--- src/rtl/core/itra_pkg.sv ---
// itra_pkg: shared types, constants and the digit-to-ascii function for the
// integer-to-text converter
// depends on nothing

package itra_pkg;

  localparam int unsigned RADIX_W = 6;
  localparam int unsigned CHAR_W  = 8;

  localparam logic [RADIX_W-1:0] RADIX_MIN   = 6'd2;
  localparam logic [RADIX_W-1:0] RADIX_MAX   = 6'd36;
  localparam logic [RADIX_W-1:0] RADIX_DEC   = 6'd10;
  localparam logic [RADIX_W-1:0] RADIX_RESET = 6'd10;

  localparam logic [CHAR_W-1:0] CHAR_MINUS = 8'h2D;
  localparam logic [CHAR_W-1:0] CHAR_ZERO  = 8'h30;
  localparam logic [CHAR_W-1:0] CHAR_A     = 8'h41;

  // sequencer states
  typedef enum logic [2:0] {
    ST_IDLE,
    ST_DIV,
    ST_SIGN,
    ST_READ,
    ST_EMIT
  } itra_state_t;

  // status of the bit-serial divider
  typedef struct packed {
    logic               busy;
    logic               done;
    logic [RADIX_W-1:0] rem;
  } div_stat_t;

  // digit value to ascii, '0'-'9' then 'A'-'Z'; anything else reads as '0'
  function automatic logic [CHAR_W-1:0] digit_char(input logic [RADIX_W-1:0] d);
    logic [CHAR_W-1:0] c;
    c = CHAR_ZERO;
    if (d inside {[6'd0:6'd9]}) begin
      c = CHAR_ZERO + {2'b00, d};
    end else if (d inside {[6'd10:6'd35]}) begin
      c = CHAR_A + {2'b00, d} - 8'd10;
    end
    return c;
  endfunction

endpackage

--- src/rtl/core/int_to_radix_ascii.sv ---
// int_to_radix_ascii: top level, sequencer around the divider and digit store
// depends on itra_pkg, itra_divider, itra_digit_mem
//
// Usage
//   Config: cfg_we writes cfg_radix (reset 10); values below 2 act as 2 and
//   above 36 act as 36. Write only while busy is low.
//   Input: an item is taken at a rising edge with start high and busy low.
//   Radix ten with a negative value gives '-' and the magnitude; any other
//   radix converts the raw bits as unsigned.
//   Output: one character per out_valid strobe, most significant first,
//   out_last on the final one. The receiver cannot stall; each strobe lasts
//   exactly one cycle.
//   Sequence: each digit comes from the bit-serial divider, which sets the
//   pace; then comes the sign slot, and each character passes through a
//   store read, then the output register. busy falls in the cycle of the
//   last strobe of an item, so the next item can be taken there.
//   Reset: synchronous, active low; returns idle with radix ten. The digit
//   store needs no clearing.

module int_to_radix_ascii #(
  parameter int unsigned VALUE_BITS = 32,
  parameter int unsigned MAX_DIGITS = 32
) (
  input  logic                          clk,
  input  logic                          rst_n,
  input  logic                          cfg_we,
  input  logic [itra_pkg::RADIX_W-1:0]  cfg_radix,
  input  logic                          start,
  output logic                          busy,
  input  logic signed [VALUE_BITS-1:0]  in_value,
  output logic                          out_valid,
  output logic [itra_pkg::CHAR_W-1:0]   out_char,
  output logic                          out_last
);

  localparam int unsigned CNT_W  = $clog2(MAX_DIGITS + 1);
  localparam int unsigned ADDR_W = $clog2(MAX_DIGITS);
  localparam logic [CNT_W-1:0] CNT_FULL = CNT_W'(MAX_DIGITS);
  localparam logic [CNT_W-1:0] CNT_ONE  = CNT_W'(1);

  itra_pkg::itra_state_t state_r, state_nxt;

  logic [itra_pkg::RADIX_W-1:0] radix_r, radix_nxt;
  logic [itra_pkg::RADIX_W-1:0] base;
  logic [CNT_W-1:0]             cnt_r, cnt_nxt;
  logic [CNT_W-1:0]             idx_r, idx_nxt;
  logic                         neg_r, neg_nxt;
  logic                         accept;
  logic                         in_neg;
  logic [VALUE_BITS-1:0]        in_mag;

  logic                         div_start;
  logic [VALUE_BITS-1:0]        div_dividend;
  logic [VALUE_BITS-1:0]        div_quot;
  itra_pkg::div_stat_t          div_stat;

  logic                         mem_we;
  logic [ADDR_W-1:0]            mem_rd_addr;
  logic [itra_pkg::RADIX_W-1:0] mem_rd_data;
  logic [CNT_W-1:0]             idx_dec;

  logic                         out_valid_r, out_valid_nxt;
  logic [itra_pkg::CHAR_W-1:0]  out_char_r, out_char_nxt;
  logic                         out_last_r, out_last_nxt;

  // radix register and its clamped value
  always_comb begin
    radix_nxt = cfg_we ? cfg_radix : radix_r;
    if (radix_r < itra_pkg::RADIX_MIN) begin
      base = itra_pkg::RADIX_MIN;
    end else if (radix_r > itra_pkg::RADIX_MAX) begin
      base = itra_pkg::RADIX_MAX;
    end else begin
      base = radix_r;
    end
  end

  // item acceptance and sign handling
  assign busy    = (state_r != itra_pkg::ST_IDLE);
  assign accept  = start && !busy;
  assign in_neg  = (base == itra_pkg::RADIX_DEC) && in_value[VALUE_BITS-1];
  assign in_mag  = in_neg ? (VALUE_BITS'(0) - VALUE_BITS'(in_value))
                          : VALUE_BITS'(in_value);

  // next state and sequencer registers
  always_comb begin
    state_nxt    = state_r;
    cnt_nxt      = cnt_r;
    idx_nxt      = idx_r;
    neg_nxt      = neg_r;
    div_start    = 1'b0;
    div_dividend = in_mag;
    mem_we       = 1'b0;
    case (state_r)
      itra_pkg::ST_IDLE: begin
        if (accept) begin
          neg_nxt   = in_neg;
          cnt_nxt   = '0;
          div_start = 1'b1;
          state_nxt = itra_pkg::ST_DIV;
        end
      end
      itra_pkg::ST_DIV: begin
        if (div_stat.done) begin
          mem_we  = 1'b1;
          cnt_nxt = cnt_r + 1'b1;
          if (div_quot == '0 || (cnt_r + 1'b1) == CNT_FULL) begin
            idx_nxt   = cnt_r + 1'b1;
            state_nxt = itra_pkg::ST_SIGN;
          end else begin
            div_start    = 1'b1;
            div_dividend = div_quot;
          end
        end
      end
      itra_pkg::ST_SIGN: begin
        state_nxt = itra_pkg::ST_READ;
      end
      itra_pkg::ST_READ: begin
        state_nxt = itra_pkg::ST_EMIT;
      end
      itra_pkg::ST_EMIT: begin
        idx_nxt   = idx_dec;
        state_nxt = (idx_r == CNT_ONE) ? itra_pkg::ST_IDLE : itra_pkg::ST_READ;
      end
      default: begin
        state_nxt = itra_pkg::ST_IDLE;
      end
    endcase
  end

  // output register next values
  always_comb begin
    out_valid_nxt = 1'b0;
    out_char_nxt  = itra_pkg::digit_char(mem_rd_data);
    out_last_nxt  = 1'b0;
    case (state_r)
      itra_pkg::ST_SIGN: begin
        out_valid_nxt = neg_r;
        out_char_nxt  = itra_pkg::CHAR_MINUS;
      end
      itra_pkg::ST_EMIT: begin
        out_valid_nxt = 1'b1;
        out_last_nxt  = (idx_r == CNT_ONE);
      end
      default: begin
        out_valid_nxt = 1'b0;
      end
    endcase
  end

  // digits are read from the top of the store down
  assign idx_dec     = idx_r - 1'b1;
  assign mem_rd_addr = idx_dec[ADDR_W-1:0];

  // control registers
  always_ff @(posedge clk) begin
    if (!rst_n) begin
      state_r     <= itra_pkg::ST_IDLE;
      radix_r     <= itra_pkg::RADIX_RESET;
      cnt_r       <= '0;
      idx_r       <= '0;
      neg_r       <= 1'b0;
      out_valid_r <= 1'b0;
    end else begin
      state_r     <= state_nxt;
      radix_r     <= radix_nxt;
      cnt_r       <= cnt_nxt;
      idx_r       <= idx_nxt;
      neg_r       <= neg_nxt;
      out_valid_r <= out_valid_nxt;
    end
  end

  // output payload
  always_ff @(posedge clk) begin
    out_char_r <= out_char_nxt;
    out_last_r <= out_last_nxt;
  end

  assign out_valid = out_valid_r;
  assign out_char  = out_char_r;
  assign out_last  = out_last_r;

  // bit-serial divider
  itra_divider #(
    .VALUE_BITS (VALUE_BITS)
  ) u_div (
    .clk      (clk),
    .rst_n    (rst_n),
    .start    (div_start),
    .dividend (div_dividend),
    .divisor  (base),
    .quotient (div_quot),
    .stat     (div_stat)
  );

  // digit store, least significant digit at address zero
  itra_digit_mem #(
    .DEPTH (MAX_DIGITS)
  ) u_mem (
    .clk     (clk),
    .wr_en   (mem_we),
    .wr_addr (cnt_r[ADDR_W-1:0]),
    .wr_data (div_stat.rem),
    .rd_addr (mem_rd_addr),
    .rd_data (mem_rd_data)
  );

  // a strobe only follows a sign or emit cycle
  a_strobe_src: assert property (@(posedge clk) disable iff (!rst_n)
    out_valid_r |-> ($past(state_r) == itra_pkg::ST_SIGN ||
                     $past(state_r) == itra_pkg::ST_EMIT))
    else $error("out_valid without sign or emit cycle");

  // the digit count never passes the store depth
  a_cnt_bound: assert property (@(posedge clk) disable iff (!rst_n)
    cnt_r <= CNT_FULL)
    else $error("digit count beyond store depth");

  // nothing follows the last character of an item
  a_last_ends: assert property (@(posedge clk) disable iff (!rst_n)
    (out_valid_r && out_last_r) |=> !out_valid_r)
    else $error("character after last");

  // while dividing the divider is running or just finished
  a_div_alive: assert property (@(posedge clk) disable iff (!rst_n)
    (state_r == itra_pkg::ST_DIV) |-> (div_stat.busy || div_stat.done))
    else $error("divide state with idle divider");

endmodule

--- src/rtl/core/itra_divider.sv ---
// itra_divider: restoring divider, one quotient bit per cycle, by a 6-bit radix
// depends on itra_pkg

module itra_divider #(
  parameter int unsigned VALUE_BITS = 32
) (
  input  logic                           clk,
  input  logic                           rst_n,
  input  logic                           start,
  input  logic [VALUE_BITS-1:0]          dividend,
  input  logic [itra_pkg::RADIX_W-1:0]   divisor,
  output logic [VALUE_BITS-1:0]          quotient,
  output itra_pkg::div_stat_t            stat
);

  localparam int unsigned CNT_W = (VALUE_BITS > 1) ? $clog2(VALUE_BITS) : 1;
  localparam logic [CNT_W-1:0] CNT_LAST = CNT_W'(VALUE_BITS - 1);

  logic [VALUE_BITS-1:0]          quot_r, quot_nxt;
  logic [itra_pkg::RADIX_W-1:0]   rem_r, rem_nxt;
  logic [CNT_W-1:0]               cnt_r, cnt_nxt;
  logic                           run_r, run_nxt;
  logic                           done_r, done_nxt;
  logic [itra_pkg::RADIX_W:0]     rem_sh;
  logic [itra_pkg::RADIX_W:0]     rem_sub;
  logic                           ge;

  // one shift-compare-subtract step
  always_comb begin
    rem_sh  = {rem_r, quot_r[VALUE_BITS-1]};
    ge      = rem_sh >= {1'b0, divisor};
    rem_sub = rem_sh - {1'b0, divisor};
  end

  // next values
  always_comb begin
    quot_nxt = quot_r;
    rem_nxt  = rem_r;
    cnt_nxt  = cnt_r;
    run_nxt  = run_r;
    done_nxt = 1'b0;
    if (start) begin
      quot_nxt = dividend;
      rem_nxt  = '0;
      cnt_nxt  = '0;
      run_nxt  = 1'b1;
    end else if (run_r) begin
      quot_nxt = {quot_r[VALUE_BITS-2:0], ge};
      rem_nxt  = ge ? rem_sub[itra_pkg::RADIX_W-1:0] : rem_sh[itra_pkg::RADIX_W-1:0];
      cnt_nxt  = cnt_r + 1'b1;
      if (cnt_r == CNT_LAST) begin
        run_nxt  = 1'b0;
        done_nxt = 1'b1;
      end
    end
  end

  // control state
  always_ff @(posedge clk) begin
    if (!rst_n) begin
      run_r  <= 1'b0;
      done_r <= 1'b0;
      cnt_r  <= '0;
    end else begin
      run_r  <= run_nxt;
      done_r <= done_nxt;
      cnt_r  <= cnt_nxt;
    end
  end

  // datapath
  always_ff @(posedge clk) begin
    quot_r <= quot_nxt;
    rem_r  <= rem_nxt;
  end

  assign quotient  = quot_r;
  assign stat.busy = run_r;
  assign stat.done = done_r;
  assign stat.rem  = rem_r;

endmodule

--- src/rtl/core/itra_digit_mem.sv ---
// itra_digit_mem: digit store, one write and one registered read port
// depends on itra_pkg

module itra_digit_mem #(
  parameter int unsigned DEPTH = 32
) (
  input  logic                          clk,
  input  logic                          wr_en,
  input  logic [$clog2(DEPTH)-1:0]      wr_addr,
  input  logic [itra_pkg::RADIX_W-1:0]  wr_data,
  input  logic [$clog2(DEPTH)-1:0]      rd_addr,
  output logic [itra_pkg::RADIX_W-1:0]  rd_data
);

  logic [itra_pkg::RADIX_W-1:0] mem_r [DEPTH];
  logic [itra_pkg::RADIX_W-1:0] rd_data_r;

  // write port
  always_ff @(posedge clk) begin
    if (wr_en) begin
      mem_r[wr_addr] <= wr_data;
    end
  end

  // registered read
  always_ff @(posedge clk) begin
    rd_data_r <= mem_r[rd_addr];
  end

  assign rd_data = rd_data_r;

endmodule
--- config.mk ---
export PLATFORM = sky130hd
export DESIGN_NAME = int_to_radix_ascii
export DESIGN_NICKNAME = d
export VERILOG_FILES = /design/src/rtl/core/itra_pkg.sv /design/src/rtl/core/int_to_radix_ascii.sv /design/src/rtl/core/itra_divider.sv /design/src/rtl/core/itra_digit_mem.sv
export SDC_FILE = /design/constraint.sdc
export NUM_CORES = 1
export LEC_CHECK = 0
export BUFFER_PORTS_ARGS = -buffer_cell sky130_fd_sc_hd__buf_2
export CAP_MARGIN = 40
export CELL_PAD_IN_SITES_DETAIL_PLACEMENT = 0
export CELL_PAD_IN_SITES_GLOBAL_PLACEMENT = 1
export CORE_UTILIZATION = 52
export CTS_CLUSTER_DIAMETER = 40
export CTS_CLUSTER_SIZE = 40
export DETAILED_ROUTE_END_ITERATION = 8
export PLACE_DENSITY_LB_ADDON = 0.1
export SLEW_MARGIN = 20
export SYNTH_ARGS = -nofsm -noshare
export SYNTH_HDL_FRONTEND = slang
export SYNTH_HIERARCHICAL = 1
export SYNTH_SLANG_ARGS = --single-unit
--- constraint.sdc ---
create_clock -name clk -period 3.92 [get_ports clk]
set_input_delay 0.392 -clock clk [delete_from_list [all_inputs] [get_ports clk]]
set_output_delay 0.392 -clock clk [all_outputs]
set_load 0.03 [all_outputs]
==> Word level (Yosys, flattened, before mapping) <==
Memory sizes are Yosys's and may differ from the RTL's. A register that Yosys moved wholly into a read port is not among the register bits.
Cells that the tools add are included.
Widths: inputs -> output; s select.
{ "word_totals": {"ramBits": 192, "output_inout_bits": 11, "regBits": 77, "memories": 1} }
{ "mem_list": {"columns": ["memory", "depth", "word_bits", "rd", "rd_ports_with_merged_regs", "write_ports", "line", "source"], "rows": [
  ["u_mem.mem_r", 32, 6, 1, 1, 1, "itra_digit_mem.sv:15", "logic [itra_pkg::RADIX_W-1:0] mem_r [DEPTH];"]
]} }
{ "op_classes": {"n_reduce_logical": 19, "eq_ne": 12, "magnitude_cmp": 7, "bitwise": 2, "n_addsub": 8, "muxes": 35} }
{ "op_table": {"columns": ["op", "n"], "rows": [
  ["$mux 32", 6],
  ["$mux 6", 7],
  ["$logic_not 32->1", 1],
  ["$sub 1x32->32 const A", 1],
  ["$pmux 6 s2", 2],
  ["$mux 8", 2],
  ["$pmux 3 s5", 1],
  ["$mux 1", 11],
  ["$mux 3", 3],
  ["$reduce_and 3->1", 3],
  ["$add 7x6->8 const A", 1],
  ["$sub 8x4->8 const B", 1],
  ["$add 6x6->7 const A", 1],
  ["$ge 7x6->1", 1],
  ["$add 6x1->6 const B", 1],
  ["$eq 3x2->1 const B", 2],
  ["$eq 6x1->1 const B", 1],
  ["$eq 6x4->1 const B", 1],
  ["$eq 6x6->1 const B", 1],
  ["$ge 6x1->1 const B", 1],
  ["$ge 6x4->1 const B", 1],
  ["$gt 6x6->1 const B", 1],
  ["$le 6x4->1 const B", 1],
  ["$le 6x6->1 const B", 1],
  ["other kinds (22)", 31]
]} }

==> Longest topological paths before layout <==
{ "depth": {"ltp_word": 10, "ltp_mapped": 11, "ltp_nobuf": 10} }

==> Hierarchy <==
Netlist, hierarchy kept.
{ "by_module_without_submodules": {"columns": ["module", "seq_area_each_um2", "n_inst", "cells_per_inst", "area_each_um2"], "rows": [
  ["itra_digit_mem", 5885.6, 1, 323, 7589.8],
  ["int_to_radix_ascii", 620.6, 1, 416, 3006.6],
  ["itra_divider", 1221.2, 1, 172, 2230.9]
]} }

==> Worst setup path after synthesis <==
Ideal clock, no wire load.
{ "synth_timing": {"kind": "flip-flop to flip-flop", "startpoint": "register state_r[2]", "endpoint": "register u_div.quot_r[0], in the netlist u_div/quotient[0] (enable)", "setup_ns": 0.375, "synth_period_minus_slack_ns": 2.837, "arrival_ns": 2.463, "path_slack_ns": 1.083, "stages_incl_launch_ff": 11, "cell_sequence": "dfxtp_1 > clkbuf_1 > nor2_1 > nand3_1 > inv_1 > nand2_1 > clkbuf_1 > nand2_1 > clkbuf_1 > clkbuf_1 > or2_2"} }
{ "synth_between": {"elab_chain_len": 7} }
{ "synth_lines": {"columns": ["item", "line", "source"], "rows": [
  ["from (decl)", "int_to_radix_ascii.sv:41", "itra_pkg::itra_state_t state_r, state_nxt;"],
  ["from (signal assigned)", "int_to_radix_ascii.sv:159", "state_r <= itra_pkg::ST_IDLE;"],
  ["from (signal assigned)", "int_to_radix_ascii.sv:166", "state_r <= state_nxt;"],
  ["$reduce_bool 3->1", "int_to_radix_ascii.sv:79", "assign busy = (state_r != itra_pkg::ST_IDLE);"],
  ["$logic_not 1->1", "int_to_radix_ascii.sv:80", "assign accept = start && !busy;"],
  ["$logic_and 1x1->1", "int_to_radix_ascii.sv:80", null],
  ["$mux 1", "int_to_radix_ascii.sv:96", "if (accept) begin"],
  ["$pmux 1 s2 *", "int_to_radix_ascii.sv:94", "case (state_r)"],
  ["via div_start", "int_to_radix_ascii.sv:52", "logic div_start;"],
  ["$ne 4x4->1 (no source line) / $reduce_bool 2->1 (equally long branches)", null, null],
  ["$reduce_and 2->1 (no source line) *", null, null],
  ["to (signal assigned)", "itra_divider.sv:73", "quot_r <= quot_nxt;"],
  ["to (decl)", "itra_divider.sv:19", "logic [VALUE_BITS-1:0] quot_r, quot_nxt;"]
]} }
The timed path passes the listed nets; every way through them passes the cells marked *.
A chain may end at the register's enable or synchronous reset.

==> flow_summary.ini <==
[timing]
post-route-period-util_pct = 74.6
fin_setup_tns_ns = 0
tightest_slew_ns = 0.826
finalSetupViolCount = 0
slew_viol_final = 0
finalClockSkew_ns = 0.0233
achievable-frequency_mhz = 342
rsz0062_at_grt = no
slew_headroom_pct = 44.9
final-hold-violation-count = 0
finalCriticalPeriod_ns = 2.92

[place]
dp_cells = 1256
dpl.hpwl_mm = 20.1
routabilityCongestion = 0.825
port_buffers = 51

[critical_path]
setup.worst_path.end = u_div/quotient[5]
regToRegEndpoint = u_div/quotient[5]
crit_type = flip-flop to flip-flop
rrSetupSlack_ns = 1.0
data_required_time_of_the_critical_path_ns = 4.04
worstSetupStartpoint = cnt_r[2]
rr_worst_depth = 7
critPathArrivalTime_ns = 3.05
critical_path.reg2reg.startpoint = cnt_r[2]
startpoint_type = flip-flop
critical_path.max_fanout = 32
end_kind = flip-flop

[clock_tree]
clock_insertion_delay_worst_skew_ns = 0.51
number_of_clock_sinks_seen_by_cts = 274
tritoncts = yes
post_cts_hold_buffer_count = 0
clock_tree.htree_level_count = 2
clock_path_buffers = 3
number_of_buffers_created_by_cts = 35
clk_root_buffer_cell = sky130_fd_sc_hd__clkbuf_16
postCtsSetupRepairBufs = 0
clock_transition_time_at_the_flip_flop_clock_pins_of_the_worst_setup_and_hold_paths_ns = 0.06
cts_repair_resize_count = 0

[pwr]
worst_ir_drop_vdd_mv = 0.389
netSwitchingPower_mw = 2.44
power.total_mw = 8.59
comb_power_share_pct = 18.7
seq_power_share_pct = 43.9
total_leakage_power_nw = 5.12
cellInternalPower_mw = 6.15
proportion_of_total_power_due_to_net_switching_pct = 28.4
clkPwrFrac_pct = 37.3
power-per-cell-area_mw_per_mm2 = 586

[grt]
grt_max_degree = 49
antenna_violations_before_repair = 3
global_route_wire_length_before_repair_mm = 46.1
groute.layer.met3.usage_pct = 4.09
grt.busiest_layer = met2
grt-ovfl-total = 0
grt_util_all_layers_pct = 23.9
grt.met1_usage_pct = 32.5
met2_usage_pct = 39.3
grt_pass1_vias = 8096

[floorplanning]
rows = 57
ioPinCount = 53
floorplan.initialDensity_pct = 52.9
die_w_um = 159
design.core.area_mm2 = 0.0242
die_h_um = 159
floorplan.die_area_mm2 = 0.0253

[route]
detailed_route_vias_per_instance = 6.16
routed_wl_mm = 29.5
drt.antenna.violating_nets = 0
drt_drc_violations_left = 0
routed-via-count = 8143
drtIter0Drc = 590
total_iterations_of_the_first_detailed_routing_run = 5
wl_per_cell_um = 22.3

[synth]
post_synth.cell_area_avg_um2 = 14.1
post_synth_instance_area_mm2 = 0.0128
synth_fp_nets = 974
synth-warning-count = 6
syn_inst = 910

[layout]
fin_cells = 1322
synthToLayoutAreaGrowth_pct = 14.5
final_net_count = 1034
drive_above_1_share_pct = 25.7
finish.utilization_pct = 60.5

[outcome]
run_status = finished clean

[worst_hold_path]
hp-class = primary input to flip-flop

[job]
maxCapViolCount = 0
## worst min path at each step
stage                endpoint            from  cells past startpoint  slack (ns)
2_1_floorplan           neg_r           neg_r                      2        0.45
3_3_place_gp   u_div/cnt_r[4]  u_div/cnt_r[4]                      2        0.48
3_5_place_dp            neg_r           neg_r                      2        0.50
4_1_cts            radix_r[3]    cfg_radix[3]                      3         0.1
5_1_grt            radix_r[3]    cfg_radix[3]                      3        0.11
6_report           radix_r[3]    cfg_radix[3]                      3        0.11
## flip-flops by register name (all words and copies together), names as in the netlist, 5 cells and up
| register | cells |
|---|---|
| u_div/quotient | 32 |
| radix_r | 6 |
| u_mem/rd_data | 6 |
| out_char | 7 |
| cnt_r | 6 |
| idx_r | 6 |
| u_div/cnt_r | 5 |
| u_div/rem_r | 6 |
| u_mem/mem_r | 192 |
## power groups by stage
stage | sequential (mW) | clock, mW | combinational, mW
3_5_place_dp | 3.84 | 0 | 1.61
5_1_grt | 3.80 | 3.39 | 1.75
3_3_place_gp | 3.83 | 0 | 1.55
2_1_floorplan | 3.93 | 0 | 0.972
6_report | 3.78 | 3.21 | 1.61
4_1_cts | 3.78 | 3.26 | 1.62
## cell type report
class / count / area (um^2)
inverters: 25 / 93.8
repair buffers: 74 / 463
clock inverters: 25 / 267
flip-flops and latches: 274 / 7730
well taps: 324 / 405
multi-input cells: 560 / 4790
diodes: 2 / 5.00
clock buffers: 38 / 930
fillers: 1881 / 9570
## per-stage QoR
stage / cell area [um^2] / setup WS [ns] / hold WS, ns
finish: 14700 / 0.995 / 0.112
CTS: 14700 / 1.03 / 0.0968
global placement: 13400 / 0.975 / 0.484
detailed placement: 13500 / 0.951 / 0.502
global route: 14700 / 0.881 / 0.112
floorplan: 12800 / 1.08 / 0.455
## placed cells by master (no fill, tap or decap), types with 24 or more instances in the layout
cell type,n
sky130_fd_sc_hd__edfxtp_1,224
sky130_fd_sc_hd__nor2_1,81
sky130_fd_sc_hd__mux4_2,60
sky130_fd_sc_hd__buf_2,52
sky130_fd_sc_hd__dfxtp_1,50
sky130_fd_sc_hd__mux2_2,44
sky130_fd_sc_hd__o21ai_0,38
sky130_fd_sc_hd__clkbuf_16,37
sky130_fd_sc_hd__nand3_1,34
sky130_fd_sc_hd__a21oi_1,32
sky130_fd_sc_hd__xnor2_1,30
sky130_fd_sc_hd__nor3_1,26
sky130_fd_sc_hd__inv_1,24
## per-layer routing
layer | vias up | wire length [um]
li1 | 3671 | -
met4 | 0 | 694
met2 | 292 | 14300
met5 | - | 0
met3 | 52 | 1810
met1 | 4128 | 12700
## worst max-delay path, cell delays in order (launching register included)
cell	delay, ns
sky130_fd_sc_hd__dfxtp_1	0.67
sky130_fd_sc_hd__nand3_1	0.21
sky130_fd_sc_hd__mux2i_1	0.37
sky130_fd_sc_hd__o22a_1	0.20
sky130_fd_sc_hd__nand2_1	0.06
sky130_fd_sc_hd__buf_4	0.21
sky130_fd_sc_hd__nand2_1	0.13
sky130_fd_sc_hd__or2_2	0.68
Power figures use the tool's default switching activity.
